===== src/rtl/rau_pkg.sv =====
// shared types, constants and codes for the rational arithmetic unit
// no dependencies; imported by rau_ctrl, rau_dp and rational_arithmetic_unit
package rau_pkg;

    localparam int VALUE_BITS = 32;
    localparam int MAG_W      = 2 * VALUE_BITS;
    localparam int SHIFT_W    = $clog2(MAG_W + 1);
    localparam int FIELD_W    = 32;
    localparam int DEN_W      = 31;

    localparam logic [MAG_W-1:0] LIMIT_POS =
        {{(MAG_W - VALUE_BITS + 1){1'b0}}, {(VALUE_BITS - 1){1'b1}}};
    localparam logic [MAG_W-1:0] LIMIT_NEG = LIMIT_POS + MAG_W'(1);

    typedef enum logic [1:0] {
        KIND_ADD = 2'd0,
        KIND_SUB = 2'd1,
        KIND_MUL = 2'd2,
        KIND_DIV = 2'd3
    } kind_t;

    typedef enum logic [1:0] {
        ST_OK        = 2'd0,
        ST_ZERO_DEN  = 2'd1,
        ST_DIV_ZERO  = 2'd2,
        ST_OVERFLOW  = 2'd3
    } status_t;

    // which fraction the shared reduction works on
    typedef enum logic [1:0] {
        SEL_LEFT   = 2'd0,
        SEL_RIGHT  = 2'd1,
        SEL_RESULT = 2'd2
    } red_sel_t;

    typedef enum logic [3:0] {
        OP_NOP,
        OP_LOAD_IN,
        OP_RED_LOAD,
        OP_GCD_STEP,
        OP_DIV_LOAD,
        OP_DIV_STEP,
        OP_RED_STORE,
        OP_MUL0,
        OP_MUL1,
        OP_MUL2,
        OP_COMBINE,
        OP_LOAD_OUT
    } dp_op_t;

    typedef enum logic [3:0] {
        S_IDLE,
        S_CHECK,
        S_RED_LOAD,
        S_GCD,
        S_DIV_LOAD,
        S_DIV,
        S_RED_STORE,
        S_MUL0,
        S_MUL1,
        S_MUL2,
        S_COMBINE,
        S_FINAL,
        S_OUT
    } ctrl_state_t;

    typedef struct packed {
        dp_op_t   op;
        red_sel_t sel;
        status_t  status;
    } dp_cmd_t;

    typedef struct packed {
        logic den_zero;
        logic div_zero;
        logic red_zero;
        logic gcd_done;
        logic div_done;
        logic overflow;
    } dp_flags_t;

endpackage


===== src/rtl/rau_ctrl.sv =====
// sequencer for the rational arithmetic unit: handshakes and step order
// depends on rau_pkg; drives rau_dp through command and flag structs
module rau_ctrl (
    input  logic              clk,
    input  logic              rst_n,
    input  logic              in_valid,
    output logic              in_ready,
    output logic              out_valid,
    input  logic              out_ready,
    input  rau_pkg::dp_flags_t flags,
    output rau_pkg::dp_cmd_t  cmd
);
    import rau_pkg::*;

    ctrl_state_t state_reg, state_next;
    red_sel_t    sel_reg, sel_next;
    status_t     status_reg, status_next;
    logic        out_valid_reg, out_valid_next;
    logic        out_free;

    assign out_free  = !out_valid_reg || out_ready;
    assign in_ready  = (state_reg == S_IDLE);
    assign out_valid = out_valid_reg;

    always_ff @(posedge clk or negedge rst_n)
    begin
        if (!rst_n)
        begin
            state_reg     <= S_IDLE;
            sel_reg       <= SEL_LEFT;
            status_reg    <= ST_OK;
            out_valid_reg <= 1'b0;
        end
        else
        begin
            state_reg     <= state_next;
            sel_reg       <= sel_next;
            status_reg    <= status_next;
            out_valid_reg <= out_valid_next;
        end
    end

    // next state
    always_comb
    begin
        state_next  = state_reg;
        sel_next    = sel_reg;
        status_next = status_reg;
        case (state_reg)
            S_IDLE:
            begin
                if (in_valid)
                    state_next = S_CHECK;
            end
            S_CHECK:
            begin
                if (flags.den_zero)
                begin
                    status_next = ST_ZERO_DEN;
                    state_next  = S_OUT;
                end
                else
                begin
                    sel_next   = SEL_LEFT;
                    state_next = S_RED_LOAD;
                end
            end
            S_RED_LOAD:  state_next = S_GCD;
            S_GCD:
            begin
                if (flags.red_zero)
                    state_next = S_RED_STORE;
                else if (flags.gcd_done)
                    state_next = S_DIV_LOAD;
            end
            S_DIV_LOAD:  state_next = S_DIV;
            S_DIV:
            begin
                if (flags.div_done)
                    state_next = S_RED_STORE;
            end
            S_RED_STORE:
            begin
                case (sel_reg)
                    SEL_LEFT:
                    begin
                        sel_next   = SEL_RIGHT;
                        state_next = S_RED_LOAD;
                    end
                    SEL_RIGHT:   state_next = S_MUL0;
                    default:     state_next = S_FINAL;
                endcase
            end
            S_MUL0:
            begin
                if (flags.div_zero)
                begin
                    status_next = ST_DIV_ZERO;
                    state_next  = S_OUT;
                end
                else
                    state_next = S_MUL1;
            end
            S_MUL1:      state_next = S_MUL2;
            S_MUL2:      state_next = S_COMBINE;
            S_COMBINE:
            begin
                sel_next   = SEL_RESULT;
                state_next = S_RED_LOAD;
            end
            S_FINAL:
            begin
                status_next = flags.overflow ? ST_OVERFLOW : ST_OK;
                state_next  = S_OUT;
            end
            S_OUT:
            begin
                if (out_free)
                begin
                    status_next = ST_OK;
                    state_next  = S_IDLE;
                end
            end
            default:     state_next = S_IDLE;
        endcase
    end

    // outputs
    always_comb
    begin
        cmd.op         = OP_NOP;
        cmd.sel        = sel_reg;
        cmd.status     = status_reg;
        out_valid_next = out_valid_reg && !out_ready;
        case (state_reg)
            S_IDLE:      if (in_valid) cmd.op = OP_LOAD_IN;
            S_RED_LOAD:  cmd.op = OP_RED_LOAD;
            S_GCD:       if (!flags.red_zero && !flags.gcd_done) cmd.op = OP_GCD_STEP;
            S_DIV_LOAD:  cmd.op = OP_DIV_LOAD;
            S_DIV:       if (!flags.div_done) cmd.op = OP_DIV_STEP;
            S_RED_STORE: cmd.op = OP_RED_STORE;
            S_MUL0:      cmd.op = OP_MUL0;
            S_MUL1:      cmd.op = OP_MUL1;
            S_MUL2:      cmd.op = OP_MUL2;
            S_COMBINE:   cmd.op = OP_COMBINE;
            S_OUT:
            begin
                if (out_free)
                begin
                    cmd.op         = OP_LOAD_OUT;
                    out_valid_next = 1'b1;
                end
            end
            default:     cmd.op = OP_NOP;
        endcase
    end

endmodule


===== config.mk =====
export PLATFORM = sky130hd
export DESIGN_NAME = rau_ctrl
export DESIGN_NICKNAME = d
export VERILOG_FILES = /design/src/rtl/rau_pkg.sv /design/src/rtl/rau_ctrl.sv
export SDC_FILE = /design/constraint.sdc
export NUM_CORES = 1
export LEC_CHECK = 0
export BUFFER_PORTS_ARGS = -buffer_cell sky130_fd_sc_hd__buf_2
export CAP_MARGIN = 40
export CORE_MARGIN = 2
export CORE_UTILIZATION = 55
export CTS_CLUSTER_DIAMETER = 150
export CTS_CLUSTER_SIZE = 10
export DETAILED_ROUTE_END_ITERATION = 16
export PLACE_DENSITY = 0.82
export SETUP_SLACK_MARGIN = 0.5
export SLEW_MARGIN = 20
export SYNTH_ARGS = -nofsm -noshare
export SYNTH_HDL_FRONTEND = slang
export SYNTH_SLANG_ARGS = --single-unit

===== constraint.sdc =====
create_clock -name clk -period 4.5 [get_ports clk]
set_clock_uncertainty 0.2 [all_clocks]
set_input_delay 0.225 -clock clk [delete_from_list [all_inputs] [get_ports clk]]
set_output_delay 0.225 -clock clk [all_outputs]
set_load 0.02 [all_outputs]

# [Word-level counts from Yosys, hierarchy flattened]
# Cells that the tools add are included.
[op_classes] n_eq_ne=21 n_mux=24 reduce_logical=14
[ops] cell="case mux 4 bit (13 select lines)" n=1
[ops] cell="case mux 4 bit (11 select lines)" n=1
[ops] cell="2-to-1 mux 4 bit" n=7
[ops] cell="equality test 4 bit (second input constant)" n=5
[ops] cell="equality test 4 x 3 -> 1 bit (second input constant)" n=4
[ops] cell="2-to-1 mux 2 bit" n=7
[ops] cell="!= test 2 bit (second input constant)" n=7
[ops] cell="equality test 4 x 2 -> 1 bit (second input constant)" n=2
[ops] cell="case mux 2 bit (4 select lines)" n=1
[ops] cell="case mux 4 bit (2 select lines)" n=1
[ops] cell="AND reduction 4 bit" n=2
[ops] cell="2-to-1 mux 3 bit" n=2
[ops] cell="case mux 2 bit (3 select lines)" n=1
[ops] cell="equality test 4 x 1 -> 1 bit (second input constant)" n=1
[ops] cell="logical NOT 1 bit" n=4
[ops] cell="logical NOT 4 bit" n=1
[ops] cell="nonzero test 4 bit" n=1
[ops] cell="2-to-1 mux 1 bit" n=3
[ops] cell="!= test 3 bit (second input constant)" n=1
[ops] cell="AND reduction 3 bit" n=1
[ops] cell="nonzero test 3 bit" n=1
[ops] cell="equality test 2 x 1 -> 1 bit (second input constant)" n=1
[ops] cell="logical AND 1 bit" n=2
[ops] cell="logical NOT 2 bit" n=1
[ops] cell="logical OR 1 bit" n=1
[word_totals] reg_bits=9 input_bits=10 wordCells=63

# [Depth between registers and ports, before layout]
[logic_depth] depth_word=4 ltp_mapped=6

# [Worst setup path before layout]
# Ideal clock, no wire load.
[synth_timing] kind="flip-flop to flip-flop" startpoint="register state_reg[1]" endpoint="register state_reg[2]" arrival_ns=1.567 required_ns=4.179 slack_ns=2.612 path_stages_with_launch=6 path_buffers=1 period_less_slack_ns=1.888 cell_sequence="dfrtp_1 > buf_2 > nor4_2 > nand2b_1 > and3_4 > a22o_1"
[synth_between] elab_chain_cells=3 word_cells_on_any_way=19
[synth_rtl] item="from (decl)" line="rau_ctrl.sv:15" source="ctrl_state_t state_reg, state_next;"
[synth_rtl] item="from (signal assigned)" line="rau_ctrl.sv:36" source="state_reg <= state_next;"
[synth_rtl] item="logical NOT 4 bit (*)"
[synth_rtl] item="via in_ready" line="rau_ctrl.sv:7" source="output logic in_ready,"
[synth_rtl] item="!= test 2 bit (no line)"
[synth_rtl] item="AND reduction 4 bit (no line)"
# Mark *: on every way through the listed nets, which the timed path passes. The rest lies on a longest branch.
# A chain may end at the register's enable or synchronous reset.

==> metrics.txt <==
outcome=finished, final reports clean; CP max FO=20; core area=1330 sq um; Max VDD drop=0.410 mV; Avg Vias per Cell=6.05; WHS=0.0877 ns; remaining design rule violation count=0; top cell family by delay on the critical path=flip-flops; CP Data Required Time=4.07 ns; share of cells above drive strength 1=24.1%; Finished Cell Area=893 sq um; clk slew on worst S/H paths=0.06 ns; worst r2r src=state_reg[3]; chip height=42.2 microns; Pwr per Cell Area=771 nW/um^2; effective utilization at floorplan=60.0%; antenna violations before repair=0; Placement Cell Area=857 sq um; Buf/Inv on CP=1; GRT Total Usage=22.6%; max reg flops=4; Die Area=1780 sq um; largest net degree at the start of global routing=21; Worst setup SP type=flip-flop; min cycle time layout=2.33 ns; GPL Wtd Cong=0.887; RSZ-0062 raised after global routing=no; PostCTS Resize Cnt=0; synth unique cells=37; antenna diode count=0; headroom to the max-slew limit=51.0%; Post-DP HPWL=1.35 mm; max-slew violation count=0; total CTS buffers=3; CP peak stage delay=0.82 ns; final net count=127; Routed Wire Length=1.90 mm; slack of the worst reg-to-reg path=2.49 ns; CTS H-Tree Depth=1; Max-Cap Viols=0; Post-Syn Instances=100; Mapped Area=801 sq um; post-route ant nets=0; Hold Fails Final Rpt=0; syn_area_per_cell=8.01 sq um; DRT iter0 DRCs=26; Remaining Overflow, GRT=0; CTS max path bufs=2; Yosys reg bits=9; worst-skew pair later-pin latency=0.26 ns; worst path arrival time=1.91 ns; TritonCTS clock tree=yes; syn nets=110; DR pass1 iterations=4; Ys Warns=0; crit path cell chain=nand4bb_1 -> o211ai_1 -> buf_2; die width=42.2 microns; clock root buffer=clkbuf_4; CP startpoint=state_reg[3]; post-synthesis sequential area ratio=28.1%; Area growth syn-to-layout=11.6%; Crit. End Element=primary output; drt wl/cell=14.5 microns; CTS Sinks=9; FMAX=0.428 GHz; fin crit share=51.9%; FP Rows=13; Setup violations, final=0; io pins=20; actual slew at the worst max-slew pin=0.735 ns; Leak=0.000394 uW; post-route setup TNS=0 ns; HP Class=in -> reg; IO buf count=19; via count=792; CP Class=reg -> out; critical hold path startpoint=out_ready; Max stage delay cell, worst path=dfrtp_1; first-pass GRT wire length=3.04 mm; vias in the first global route=687
## layout by cell type, fill, tap and decap left out, types with 2 or more instances in the layout
cell       synthesis  final
o21ai_0            6      6
buf_2              4     19
nor2_1            12     12
clkbuf_4           0      3
a21oi_1           12     12
nand2_1           10     10
o211ai_1           2      2
nand2b_1           4      4
inv_1              4      4
a22o_1             2      2
nor2b_1            5      5
o221ai_1           2      2
dfrtp_1            9      9
o2bb2ai_1          2      2
## metal layers
metal	vias up	wire (microns)	track usage [%]
met1	373	900	29.7
met5	-	0	0
li1	396	-	-
met3	4	114	8.62
met4	0	31	11.3
met2	19	854	32.2
## worst min-delay path: cells and delay by family
kind | cells | cell delay (ns)
buf+inv | 1 | 0.08
simple gates | 2 | 0.20
## cell usage after synthesis, drive strengths merged
| master | instances | area [sq um] |
|---|---|---|
| a21boi | 1 | 7.51 |
| a21oi | 12 | 60.1 |
| a221oi | 1 | 15.0 |
| a22o | 2 | 17.5 |
| a22oi | 2 | 20.0 |
| a2bb2oi | 1 | 8.76 |
| and2 | 1 | 6.26 |
| and3 | 1 | 11.3 |
| buf | 8 | 57.6 |
| dfrtp | 9 | 225 |
| inv | 4 | 15.0 |
| nand2 | 10 | 37.5 |
| nand2b | 4 | 25.0 |
| nand3b | 1 | 7.51 |
| nand4bb | 1 | 11.3 |
| nor2 | 12 | 45.0 |
| nor2b | 5 | 31.3 |
| nor3 | 1 | 5.00 |
| nor3b | 1 | 7.51 |
| nor4 | 2 | 33.8 |
| o211ai | 2 | 15.0 |
| o21a | 1 | 7.51 |
| o21ai | 6 | 30.0 |
| o21bai | 1 | 7.51 |
| o221a | 1 | 11.3 |
| o221ai | 2 | 17.5 |
| o22a | 1 | 8.76 |
| o2bb2ai | 2 | 17.5 |
| o31ai | 1 | 7.51 |
| o32ai | 1 | 8.76 |
| or2 | 1 | 6.26 |
| or3 | 1 | 6.26 |
| xor2 | 1 | 8.76 |
## final timing paths
path                                      end  depth (start not counted)
worst max-delay path                   cmd[5]                          3
worst min-delay path                out_valid                          3
worst max register to register  status_reg[0]                          3
worst min register to register  status_reg[1]                          2
max in group asynchronous          sel_reg[1]                          2
min in group asynchronous        state_reg[1]                          2
## area by class of cell
| cell class | count | area [sq um] |
|---|---|---|
| timing repair buffer | 20 | 105 |
| tap | 15 | 18.8 |
| clock buffer | 4 | 26.3 |
| inverter | 4 | 15.0 |
| multi-input combinational | 79 | 503 |
| sequential | 9 | 225 |
| fill | 114 | 440 |
## where the power goes
group          leakage (uW)  switching (uW)  internal, uW  total, uW
clock network     0.0000150            28.0          34.2       62.2
registers          0.000113             108           115        224
logic              0.000266             220           183        403
## per-stage QoR
stage,util [%],setup slack [ns],power [uW],cells
floorplan,-,2.61,548,100
global placement,64.3,2.56,612,126
detailed placement,64.3,2.48,620,126
CTS,67.0,2.19,685,131
global route,67.0,2.00,744,131
finish,67.0,2.17,689,131
## cells by family (layout without fill, tap and decap cells)
| group | count (synthesis) | in the layout | synth area share [%] |
|---|---|---|---|
| flops | 9 | 9 | 28.1 |
| compound gates | 37 | 37 | 32.5 |
| buf+inv | 12 | 28 | 9.06 |
| xor+xnor | 1 | 1 | 1.09 |
| simple gates | 41 | 41 | 29.2 |
## repair_timing
action / in CTS / in global routing
setup buffers: 0 / 0
hold buffers: 1 / 0
hold endpoints to repair: 9 / 0
Note: power is estimated with default switching activity, not from simulation.
